<file path="src/rtl/btda_pkg.sv">
package btda_pkg;

  localparam int unsigned CfgIdxW  = 3;
  localparam int unsigned CfgDataW = 5;

  typedef enum logic [CfgIdxW-1:0] {
    CFG_DST_ENABLE  = 3'd0,
    CFG_START_MONTH = 3'd1,
    CFG_START_DAY   = 3'd2,
    CFG_END_MONTH   = 3'd3,
    CFG_END_DAY     = 3'd4
  } cfg_idx_e;

  localparam logic [11:0] YearBase      = 12'd2000;
  localparam logic [7:0]  HoursPerDay   = 8'd24;
  localparam logic [7:0]  DaysPerWeek   = 8'd7;
  localparam logic [7:0]  MonthsPerYear = 8'd12;
  localparam logic [7:0]  CenturyYear   = 8'd100;

  localparam logic [7:0] MonthFeb = 8'd2;
  localparam logic [7:0] MonthApr = 8'd4;
  localparam logic [7:0] MonthJun = 8'd6;
  localparam logic [7:0] MonthSep = 8'd9;
  localparam logic [7:0] MonthNov = 8'd11;

  localparam logic [7:0] DaysLong  = 8'd31;
  localparam logic [7:0] DaysShort = 8'd30;
  localparam logic [7:0] DaysLeap  = 8'd29;
  localparam logic [7:0] DaysFeb   = 8'd28;

  localparam logic        RstDstEnable  = 1'b0;
  localparam logic [3:0]  RstStartMonth = 4'd3;
  localparam logic [4:0]  RstStartDay   = 5'd10;
  localparam logic [3:0]  RstEndMonth   = 4'd11;
  localparam logic [4:0]  RstEndDay     = 5'd3;

  typedef struct packed {
    logic       dst_enable;
    logic [3:0] start_month;
    logic [4:0] start_day;
    logic [3:0] end_month;
    logic [4:0] end_day;
  } cfg_t;

  typedef struct packed {
    logic [7:0] second;
    logic [7:0] minute;
    logic [7:0] hour;
    logic [7:0] weekday;
    logic [7:0] day;
    logic [7:0] month;
    logic [7:0] year;
  } bcd_t;

  typedef struct packed {
    logic [7:0]  second;
    logic [7:0]  minute;
    logic [7:0]  hour;
    logic [7:0]  weekday;
    logic [7:0]  day_of_month;
    logic [7:0]  month;
    logic [11:0] year;
  } time_t;

  // high nibble times ten plus low nibble, no digit check
  function automatic logic [7:0] bcd_to_bin(logic [7:0] b);
    logic [7:0] hi;
    hi = {4'b0000, b[7:4]};
    return (hi << 3) + (hi << 1) + {4'b0000, b[3:0]};
  endfunction

  // yd is the decoded two-digit year; full year is 2000 + yd, so only
  // 2000 and 2100 are centuries, and only 2000 is a multiple of 400
  function automatic logic [7:0] month_len(logic [7:0] yd, logic [7:0] mo);
    logic leap;
    leap = (yd[1:0] == 2'b00) && (yd != CenturyYear);
    if (mo == MonthFeb) begin
      return leap ? DaysLeap : DaysFeb;
    end else if (mo == MonthApr || mo == MonthJun || mo == MonthSep || mo == MonthNov) begin
      return DaysShort;
    end
    return DaysLong;
  endfunction

endpackage

</file>
<file path="src/rtl/btda_cfg_regs.sv">
module btda_cfg_regs (
  input  logic                         clk_i,
  input  logic                         rst_ni,
  input  logic                         cfg_we_i,
  input  logic [btda_pkg::CfgIdxW-1:0]  cfg_index_i,
  input  logic [btda_pkg::CfgDataW-1:0] cfg_wdata_i,
  output btda_pkg::cfg_t               cfg_o
);

  btda_pkg::cfg_t cfg_d, cfg_q;

  always_comb begin
    cfg_d = cfg_q;
    if (cfg_we_i) begin
      unique case (cfg_index_i)
        btda_pkg::CFG_DST_ENABLE:  cfg_d.dst_enable  = cfg_wdata_i[0];
        btda_pkg::CFG_START_MONTH: cfg_d.start_month = cfg_wdata_i[3:0];
        btda_pkg::CFG_START_DAY:   cfg_d.start_day   = cfg_wdata_i[4:0];
        btda_pkg::CFG_END_MONTH:   cfg_d.end_month   = cfg_wdata_i[3:0];
        btda_pkg::CFG_END_DAY:     cfg_d.end_day     = cfg_wdata_i[4:0];
        default: ; // drop writes to unknown indexes
      endcase
    end
  end

  always_ff @(posedge clk_i or negedge rst_ni) begin
    if (!rst_ni) begin
      cfg_q.dst_enable  <= btda_pkg::RstDstEnable;
      cfg_q.start_month <= btda_pkg::RstStartMonth;
      cfg_q.start_day   <= btda_pkg::RstStartDay;
      cfg_q.end_month   <= btda_pkg::RstEndMonth;
      cfg_q.end_day     <= btda_pkg::RstEndDay;
    end else begin
      cfg_q <= cfg_d;
    end
  end

  assign cfg_o = cfg_q;

endmodule

</file>
<file path="src/rtl/btda_adjust.sv">
module btda_adjust (
  input  btda_pkg::bcd_t  raw_i,
  input  btda_pkg::cfg_t  cfg_i,
  output btda_pkg::time_t res_o
);

  logic [7:0] sec, mnt, hr, wd, dy, mo, yd;
  logic [7:0] hr_inc, wd_inc, dy_inc, mo_inc, mlen;
  logic [11:0] yr;
  logic       in_win, apply, wrap;

  always_comb begin
    sec = btda_pkg::bcd_to_bin(raw_i.second);
    mnt = btda_pkg::bcd_to_bin(raw_i.minute);
    hr  = btda_pkg::bcd_to_bin(raw_i.hour);
    wd  = btda_pkg::bcd_to_bin(raw_i.weekday);
    dy  = btda_pkg::bcd_to_bin(raw_i.day);
    mo  = btda_pkg::bcd_to_bin(raw_i.month);
    yd  = btda_pkg::bcd_to_bin(raw_i.year);
    yr  = btda_pkg::YearBase + {4'b0000, yd};

    // window test on the values before any carry
    in_win = (mo > {4'b0000, cfg_i.start_month} && mo < {4'b0000, cfg_i.end_month})
          || (mo == {4'b0000, cfg_i.start_month} && dy >= {3'b000, cfg_i.start_day})
          || (mo == {4'b0000, cfg_i.end_month} && dy < {3'b000, cfg_i.end_day});
    apply  = cfg_i.dst_enable && in_win;

    hr_inc = hr + 8'd1;
    wd_inc = wd + 8'd1;
    dy_inc = dy + 8'd1;
    mo_inc = mo + 8'd1;
    mlen   = btda_pkg::month_len(yd, mo);
    wrap   = apply && (hr_inc >= btda_pkg::HoursPerDay);

    res_o.second       = sec;
    res_o.minute       = mnt;
    res_o.hour         = apply ? hr_inc : hr;
    res_o.weekday      = wd;
    res_o.day_of_month = dy;
    res_o.month        = mo;
    res_o.year         = yr;

    if (wrap) begin
      res_o.hour    = 8'd0;
      res_o.weekday = (wd_inc > btda_pkg::DaysPerWeek) ? 8'd1 : wd_inc;
      if (dy_inc > mlen) begin
        res_o.day_of_month = 8'd1;
        if (mo_inc > btda_pkg::MonthsPerYear) begin
          res_o.month = 8'd1;
          res_o.year  = yr + 12'd1;
        end else begin
          res_o.month = mo_inc;
        end
      end else begin
        res_o.day_of_month = dy_inc;
      end
    end
  end

endmodule

</file>
<file path="src/rtl/bcd_time_dst_adjust.sv">
// Decodes the seven BCD timekeeping bytes of a real-time clock into binary
// fields and a full year (2000 + two-digit year), then adds one hour when
// daylight saving is enabled and the date lies in the configured window,
// carrying a wrapped hour into weekday, day, month and year with Gregorian
// month lengths. Nibbles above 9 are decoded without a check. The block takes
// one transfer per cycle unless the input is stalled; each result passes
// through the input register and then the result register, with the decode
// and carry logic between them. A stalled output only stops the input once
// both registers are full. Configuration writes take effect on the next cycle
// and should only be made while no transfer is in flight.
module bcd_time_dst_adjust (
  input  logic                          clk_i,
  input  logic                          rst_ni,
  input  logic                          cfg_we_i,
  input  logic [btda_pkg::CfgIdxW-1:0]  cfg_index_i,
  input  logic [btda_pkg::CfgDataW-1:0] cfg_wdata_i,
  input  logic                          in_valid_i,
  output logic                          in_stall_o,
  input  logic [7:0]                    bcd_second_i,
  input  logic [7:0]                    bcd_minute_i,
  input  logic [7:0]                    bcd_hour_i,
  input  logic [7:0]                    bcd_weekday_i,
  input  logic [7:0]                    bcd_day_i,
  input  logic [7:0]                    bcd_month_i,
  input  logic [7:0]                    bcd_year_i,
  output logic                          out_valid_o,
  input  logic                          out_stall_i,
  output logic [7:0]                    second_o,
  output logic [7:0]                    minute_o,
  output logic [7:0]                    hour_o,
  output logic [7:0]                    weekday_o,
  output logic [7:0]                    day_of_month_o,
  output logic [7:0]                    month_o,
  output logic [11:0]                   year_o
);

  btda_pkg::cfg_t  cfg;
  btda_pkg::bcd_t  raw_d, raw_q;
  btda_pkg::time_t res_d, res_q;
  logic            raw_valid_q, res_valid_q;
  logic            res_adv, raw_adv;

  btda_cfg_regs u_cfg (
    .clk_i       (clk_i),
    .rst_ni      (rst_ni),
    .cfg_we_i    (cfg_we_i),
    .cfg_index_i (cfg_index_i),
    .cfg_wdata_i (cfg_wdata_i),
    .cfg_o       (cfg)
  );

  btda_adjust u_adjust (
    .raw_i (raw_q),
    .cfg_i (cfg),
    .res_o (res_d)
  );

  // result register loads when empty or its transfer completes
  assign res_adv    = !res_valid_q || !out_stall_i;
  assign raw_adv    = !raw_valid_q || res_adv;
  assign in_stall_o = !raw_adv;

  assign raw_d = '{second:  bcd_second_i,
                   minute:  bcd_minute_i,
                   hour:    bcd_hour_i,
                   weekday: bcd_weekday_i,
                   day:     bcd_day_i,
                   month:   bcd_month_i,
                   year:    bcd_year_i};

  always_ff @(posedge clk_i or negedge rst_ni) begin
    if (!rst_ni) begin
      raw_valid_q <= 1'b0;
      res_valid_q <= 1'b0;
    end else begin
      if (raw_adv) begin
        raw_valid_q <= in_valid_i;
      end
      if (res_adv) begin
        res_valid_q <= raw_valid_q;
      end
    end
  end

  always_ff @(posedge clk_i) begin
    if (raw_adv && in_valid_i) begin
      raw_q <= raw_d;
    end
    if (res_adv && raw_valid_q) begin
      res_q <= res_d;
    end
  end

  assign out_valid_o    = res_valid_q;
  assign second_o       = res_q.second;
  assign minute_o       = res_q.minute;
  assign hour_o         = res_q.hour;
  assign weekday_o      = res_q.weekday;
  assign day_of_month_o = res_q.day_of_month;
  assign month_o        = res_q.month;
  assign year_o         = res_q.year;

  a_stall_needs_full: assert property (@(posedge clk_i) disable iff (!rst_ni)
    in_stall_o |-> (raw_valid_q && res_valid_q && out_stall_i))
    else $error("input stalled while pipeline has room");

  a_item_moves_on: assert property (@(posedge clk_i) disable iff (!rst_ni)
    (raw_valid_q && res_adv) |=> out_valid_o)
    else $error("item in input register lost");

  a_year_range: assert property (@(posedge clk_i) disable iff (!rst_ni)
    out_valid_o |-> (year_o >= 12'd2000 && year_o <= 12'd2166))
    else $error("year out of range");

  a_hold_on_stall: assert property (@(posedge clk_i) disable iff (!rst_ni)
    (out_valid_o && out_stall_i) |=> (out_valid_o && $stable(res_q)))
    else $error("stalled result changed");

endmodule
</file>
<file path="config.mk">
export PLATFORM = sky130hd
export DESIGN_NAME = bcd_time_dst_adjust
export DESIGN_NICKNAME = d
export VERILOG_FILES = /design/src/rtl/btda_pkg.sv /design/src/rtl/btda_cfg_regs.sv /design/src/rtl/btda_adjust.sv /design/src/rtl/bcd_time_dst_adjust.sv
export SDC_FILE = /design/constraint.sdc
export NUM_CORES = 1
export LEC_CHECK = 0
export ABC_CLOCK_PERIOD_IN_PS = 16600
export BUFFER_PORTS_ARGS = -buffer_cell sky130_fd_sc_hd__buf_2
export CORE_ASPECT_RATIO = 0.7
export CORE_MARGIN = 2
export CORE_UTILIZATION = 55
export DETAILED_ROUTE_END_ITERATION = 8
export GPL_ROUTABILITY_DRIVEN = 0
export GPL_TIMING_DRIVEN = 0
export PLACE_DENSITY_LB_ADDON = 0.05
export SLEW_MARGIN = 25
export SYNTH_ARGS = -nofsm -noshare
export SYNTH_HDL_FRONTEND = slang
export SYNTH_HIERARCHICAL = 1
export SYNTH_SLANG_ARGS = --single-unit
</file>
<file path="constraint.sdc">
create_clock -name clk_i -period 16.6 [get_ports clk_i]
set_clock_uncertainty 0.15 [all_clocks]
set_input_delay 0 -clock clk_i [delete_from_list [all_inputs] [get_ports clk_i]]
set_output_delay 0 -clock clk_i [all_outputs]
set_load 0.03 [all_outputs]
</file>
==> results of run 1 <==
## worst max-delay path by stage
stage	startpoint	endpoint	slack (ns)	cells past startpoint
finish	raw_q[3]$_DFFE_PP_	year_o[1]$_DFFE_PP_	11.69	18
global route	raw_q[3]$_DFFE_PP_	month_o[3]$_DFFE_PP_	11.27	19
CTS	raw_q[3]$_DFFE_PP_	year_o[1]$_DFFE_PP_	11.70	18
detailed placement	raw_q[3]$_DFFE_PP_	year_o[1]$_DFFE_PP_	11.71	18
global placement	raw_valid_q$_DFFE_PN0P_	second_o[3]$_DFFE_PP_	9.00	1
floorplan	out_valid_o$_DFFE_PN0P_	day_of_month_o[0]$_DFFE_PP_	10.99	1
## where the power goes
group          total [uW]  switching (uW)  internal (uW)
clock network         358             139            218
registers             448            18.5            430
logic                 345             208            138
total                1150             365            786
## area by class of cell
| class | instances | area [sq um] |
|---|---|---|
| Buffer | 10 | 65.06 |
| Clock buffer | 18 | 429.2 |
| Clock inverter | 14 | 131.4 |
| Fill cell | 981 | 3771 |
| Inverter | 56 | 210.2 |
| Multi-Input combinational cell | 412 | 3630 |
| Sequential cell | 137 | 4020 |
| Tap cell | 190 | 237.7 |
| Timing Repair Buffer | 206 | 1469 |
## registers in the layout, indices dropped and copies added, names as in the netlist
register        cells
year_o             12
month_o             8
raw_valid_q         1
hour_o              8
second_o            8
minute_o            8
out_valid_o         1
u_cfg/cfg_o        19
weekday_o           8
raw_q              56
day_of_month_o      8
## routing by layer
layer	vias up	share of wire	routed length, um
met5	-	0	0
met4	0	0.014	229
met3	20	0.043	730
met2	136	0.49	8309
met1	2714	0.45	7605
li1	2742	-	-
## cells by family after synthesis
kind of cell | Yosys count | share of synthesized area
AOI/OAI and AO/OA | 105 | 0.08983
muxes | 28 | 0.04665
xor gates and xnor gates | 30 | 0.03416
and+or+nand+nor | 152 | 0.1197
adders and majority gates | 97 | 0.1667
buffers and inverters | 66 | 0.03479
DFF | 137 | 0.5081
## placed cells by master (no fill, tap or decap), types with 14 or more instances in the layout
cell / instances
sky130_fd_sc_hd__nor2b_1: 15
sky130_fd_sc_hd__ha_1: 83
sky130_fd_sc_hd__inv_1: 55
sky130_fd_sc_hd__fa_1: 14
sky130_fd_sc_hd__mux2_4: 14
sky130_fd_sc_hd__dlygate4sd3_1: 72
sky130_fd_sc_hd__clkbuf_16: 17
sky130_fd_sc_hd__edfxtp_1: 116
sky130_fd_sc_hd__buf_2: 131
sky130_fd_sc_hd__nand3_1: 21
sky130_fd_sc_hd__a21o_1: 15
sky130_fd_sc_hd__xnor2_1: 19
sky130_fd_sc_hd__nor2_1: 29
sky130_fd_sc_hd__a21oi_1: 27
sky130_fd_sc_hd__o21ai_0: 20
sky130_fd_sc_hd__nand2_1: 17
## what timing repair did
| action | CTS | global route |
|---|---|---|
| hold buffers | 72 | 0 |
| endpoints found under the hold margin | 114 | 0 |
| buffers inserted | 0 | 0 |
| setup endpoints to repair | 0 | 0 |
## through the flow
step,worst slack (ns),power [uW],cells,hold slack [ns]
floorplan,10.99,694.1,615,-0.4456
global placement,8.998,766.2,935,-0.1861
detailed placement,11.71,780.6,939,-0.1643
CTS,11.70,1153,1043,0.07416
global route,11.27,1211,1043,0.1054
finish,11.69,1151,1043,0.08019
## critical path: cells and delay by family (launching register included)
kind	cells	cell delay (ns)
xor+xnor	1	0.32
simple gates	7	1.17
fa+ha+maj	3	1.24
buf+inv	2	0.21
mux	1	0.41
compound gates	4	0.74
flops	1	0.39
==> flow_summary.yaml, run 1 <==
worst_setup_path:
  startpoint_type: "register"
  crit_path_top_delay_cell: "sky130_fd_sc_hd__fa_1"
  critical_path_required_ns: 16.59
  regToRegStartpoint: "raw_q[3]$_DFFE_PP_"
  timing_worst_setup_path_type: "reg -> reg"
  cp_data_arrival_time_ns: 4.89
  critical_path_cell_list: "fa_1 > inv_1 > fa_1 > nand2b_1 > a21oi_1 > xor2_1 > nand3_1 > nand3_1 > nand3_1 > ha_1 > nor2b_1 > o21ai_1 > a221oi_1 > or3_1 > buf_4 > o22ai_4 > nor4_2 > mux2_1"
  critical_path.max_stage_delay_ns: 0.58
  reg2reg_slack_ns: 11.69
  worst-path-max-fanout: 6
  cpMostUsedCell: "sky130_fd_sc_hd__nand3_1"
  regToRegEndpoint: "year_o[1]$_DFFE_PP_"
  worstRegToRegCells: 18
  crit_path_end_kind: "register"
grt:
  grt_antenna_before_repair: 0
  first_global_vias: 5695
  met2_track_demand_over_resource_in_global_routing: 0.3868
  use_met1: 0.2946
  gr-usage-all-layers: 0.2283
  grt_util_met3: 0.05746
  grt.busiest_layer: "met2"
  grt_pass1_wl_um: 27620
  grt_overflow: 0
  grt_max_degree: 49
floorplanning:
  fp.dieH_um: 104.3
  fp-row-count: 36
  fp.dieW_um: 147.4
  fp.dieArea_sq_um: 15380
  placeableCoreArea_sq_um: 13960
  initial_core_util: 0.5666
  design.portCount: 131
yosys:
  seq_cells_post_synth: 137
  synth_top_cell_area_share: 0.4403
  number_of_synthesized_flops_with_an_enable_pin: 116
  synth_cell_types: 78
  primary_flip_flop_cell_chosen_by_synthesis_mapping: "sky130_fd_sc_hd__edfxtp_1"
  synth_commonest_cells: "sky130_fd_sc_hd__edfxtp_1, sky130_fd_sc_hd__ha_1, sky130_fd_sc_hd__inv_1"
  postSynthCellCount: 615
  synth.yosys.warnings: 6
  synth_sequential_area_ratio: 0.5081
  netlist_area_sq_um: 7911
  synth-async-reset-ratio: 0.1533
  netlist_top_cells_area: "sky130_fd_sc_hd__edfxtp_1, sky130_fd_sc_hd__ha_1, sky130_fd_sc_hd__dfrtp_1"
  syn_avg_cell_area_sq_um: 12.86
  most_common_cell_in_the_netlist: "sky130_fd_sc_hd__edfxtp_1"
  synth.largest_area_cell: "sky130_fd_sc_hd__edfxtp_1"
  synth.net_count: 781
routing:
  avgRoutedWirePerCell_um: 16.18
  detailroute.via_count: 5612
  detail_route.drc_violations: 0
  antenna_left: 0
  avgViaCountPerCell: 5.381
  initialDrtViolationCount: 440
  wirelength_um: 16870
  first_pass_iteration_count_of_the_detailed_router: 4
placement:
  place.detailed.hpwl_um: 11760
  port-buffer-count: 130
  placed_cell_area_sq_um: 8911
power_and_ir_drop:
  total_leakage_power_uw: 0.004299
  power.ir.vdd_worst_uv: 71.89
  power_per_cell_area_nw_per_um2: 113.0
finish:
  post-route-cell-area_sq_um: 10190
  flow.area_growth_from_synthesis_pct: 28.83
  fin_util: 0.7299
  nNetsFinal: 1006
  num_antenna_cells: 0
  layout_cells_sized_above_1: 0.2696
job:
  max-cap-violations: 0
clock_tree:
  clk_pin_slew_ns: 0.06
  clk-insertion-delay-late_ns: 0.41
  tritoncts.num_buffers: 17
  clockRootBuffer: "sky130_fd_sc_hd__clkbuf_16"
  clockBufferDepth: 2
  cts.repair.resized: 0
  cts-htree-levels: 4
  cts_sinks: 137
  cts_tree: "done"
sta:
  setup-tns-final_ns: 0
  min_period_over_period: 0.2955
  timing.final.crit_period_ns: 4.906
  timing.final.hold_violations: 0
  count_of_pins_over_their_slew_limit: 0
  slew_headroom: 0.5264
  peak_clock_frequency_supported_by_timing_mhz: 203.8
  rsz0062_at_grt: "false"
  setup_viols_final: 0
  tightestPinTransition_ns: 0.7053
hold_path:
  hold_path_class: "in -> async"
outcome:
  run_status: "finished clean"
Note: power is estimated with default switching activity, not from simulation.
==> run 2, diff against run 1 <==
ABC_CLOCK_PERIOD_IN_PS = 4000   (was 16600)
CORE_UTILIZATION = 52   (was 55)
clock period = 4 ns   (was 16.6 ns; I/O delays follow)
==> flow_summary.yaml, run 2 (synthesized netlist as in run 1, its figures left out) <==
clock_tree:
  tritoncts.num_buffers: 17
  clk-insertion-delay-late_ns: 0.43
  clockBufferDepth: 2
  cts-htree-levels: 4
  cts_tree: "done"
  cts_sinks: 137
  clk_pin_slew_ns: 0.06
  clockRootBuffer: "sky130_fd_sc_hd__clkbuf_16"
sta:
  min_period_over_period: 1.103
  timing.final.crit_period_ns: 4.411
  tightestPinTransition_ns: 0.6984
  finalHoldWorstSlack_ns: 0.06168
  count_of_pins_over_their_slew_limit: 0
  setup_viols_final: 21
  slew_headroom: 0.5310
  timing.final.hold_violations: 0
  fin_ws_ns: -0.4107
  rsz0062_at_grt: "true"
  peak_clock_frequency_supported_by_timing_mhz: 226.7
grt:
  gr-usage-all-layers: 0.2232
  grt_antenna_before_repair: 0
  first_global_vias: 5703
  grt_max_degree: 49
  grt_pass1_wl_um: 27610
  grt_overflow: 0
floorplanning:
  placeableCoreArea_sq_um: 14770
  fp-row-count: 37
  fp.dieW_um: 151.4
  design.portCount: 131
  fp.dieArea_sq_um: 16230
  initial_core_util: 0.5357
  fp.dieH_um: 107.2
finish:
  post_layout_nonfiller_instances: 1070
  layout_cells_sized_above_1: 0.3337
  most-common-layout-cells: "sky130_fd_sc_hd__buf_2, sky130_fd_sc_hd__edfxtp_1, sky130_fd_sc_hd__ha_1"
  flow.area_growth_from_synthesis_pct: 36.52
  nNetsFinal: 1028
  filler_cell_count: 951
  num_antenna_cells: 0
  largest_register_ffs: 56
  layout_commonest_cell: "sky130_fd_sc_hd__buf_2"
  top_register: "raw_q"
routing:
  wirelength_um: 17350
  avgViaCountPerCell: 5.266
  first_pass_iteration_count_of_the_detailed_router: 5
  initialDrtViolationCount: 256
  detail_route.drc_violations: 0
  avgRoutedWirePerCell_um: 16.21
  detailroute.via_count: 5635
  antenna_left: 0
power_and_ir_drop:
  power.total_uw: 5051
  part_of_the_total_power_dissipated_in_combinational_logic: 0.333
  power_per_cell_area_nw_per_um2: 467.7
  power.ir.vdd_worst_uv: 347.6
  total_leakage_power_uw: 0.004551
  power_switching_uw: 1648
  internal_power_uw: 3403
  seq_power_share: 0.368
  pwr-share-clk: 0.299
  switching_share: 0.3263
placement:
  port-buffer-count: 130
  post_placement_worst_setup_slack_ns: -0.4892
  numPlacedInstances: 944
  place.detailed.hpwl_um: 11940
outcome:
  failed_checks: "negative setup slack"
  run_status: "finished with violations"
hold_path:
  hold_path_class: "in -> async"
worst_setup_path:
  crit_path_top_delay_cell: "sky130_fd_sc_hd__fa_1"
  cp_data_arrival_time_ns: 4.43
  critical_path_required_ns: 4.02
  cpMostUsedCell: "sky130_fd_sc_hd__nand3_2"
  cp_top_family: "adder cells"
  critical_path_cell_list: "fa_1 > ha_1 > a21o_1 > a21oi_4 > xnor2_2 > ha_2 > and3_4 > nand3_2 > nand3_2 > nand3_4 > ha_4 > a221oi_2 > or3_4 > buf_4 > buf_6 > nor2_4 > nand4_1 > mux2_4"
  startpoint_type: "register"
  worst-path-max-fanout: 4
  timing_worst_setup_path_type: "reg -> reg"
  critPathBufInv: 2
  critical_path.max_stage_delay_ns: 0.51
  crit_path_end_kind: "register"
job:
  max-cap-violations: 0
run 2: changes by cell type in the layout (fill, tap and decap cells not counted), moves of 4 or more:
cell / change
sky130_fd_sc_hd__buf_4: +14
sky130_fd_sc_hd__buf_6: +4
sky130_fd_sc_hd__mux2_4: +4
sky130_fd_sc_hd__nor4_2: -7
sky130_fd_sc_hd__nor4_4: +7
sky130_fd_sc_hd__o21ai_0: -4
sky130_fd_sc_hd__xnor2_1: -4
run 2: timing repair:
item | in CTS | in global routing
setup buffers | 11 | 10
hold endpoints to repair | 119 | 0
pin swaps | 16 | 16
resized for setup | 32 | 32
hold buffers | 74 | 0
setup endpoints to repair | 30 | 40
run 2: per-stage QoR:
step	setup TNS [ns]	util	instance area (sq um)
after floorplan	-0.1614	-	8024
after global placement	-82.66	0.6039	8919
after detailed placement	-7.694	0.6123	9042
after CTS	-8.111	0.7170	10590
after global routing	-10.68	0.7313	10800
final	-6.521	0.7313	10800
run 2: layer usage:
layer  track usage  vias to the layer above  share of wire
li1              -                     2782              -
met1        0.2897                     2690           0.45
met2        0.3685                      136           0.49
met3       0.05617                       27          0.044
met4       0.07210                        0          0.020
met5             0                        -              0
run 2: path summary, 6_finish.rpt:
path                                       startpoint                           to  slack (ns)  cells past startpoint
setup / recovery                   raw_q[6]$_DFFE_PP_  day_of_month_o[0]$_DFFE_PP_       -0.41                     18
hold / removal                                 rst_ni   u_cfg/cfg_o[0]$_DFFE_PN1P_        0.06                      2
setup reg to reg                   raw_q[6]$_DFFE_PP_  day_of_month_o[0]$_DFFE_PP_       -0.41                     18
hold reg to reg            u_cfg/cfg_o[2]$_DFFE_PN0P_   u_cfg/cfg_o[2]$_DFFE_PN0P_        0.36                      1
max in group asynchronous                      rst_ni   u_cfg/cfg_o[3]$_DFFE_PN0P_        2.58                      3
min in group clk_i                       bcd_day_i[3]          raw_q[19]$_DFFE_PP_        0.13                      2
run 2: layout make-up:
cell class / count / area (sq um) / area share
well taps: 195 / 244.0 / 0.02259
repair buffers: 229 / 1685 / 0.1560
clock inverters: 15 / 150.1 / 0.01390
multi-input cells: 412 / 3990 / 0.3694
flip-flops and latches: 137 / 4020 / 0.3722
plain buffers: 9 / 75.07 / 0.006951
clock buffers: 17 / 425.4 / 0.03939
inverters: 56 / 210.2 / 0.01946
run 2: power groups by stage:
stage	clock network, uW	registers [uW]	logic, uW
2_1_floorplan	0	2050	864
3_3_place_gp	0	1900	1330
3_5_place_dp	0	1890	1390
4_1_cts	1550	1860	1580
5_1_grt	1610	1880	1830
6_report	1510	1860	1680
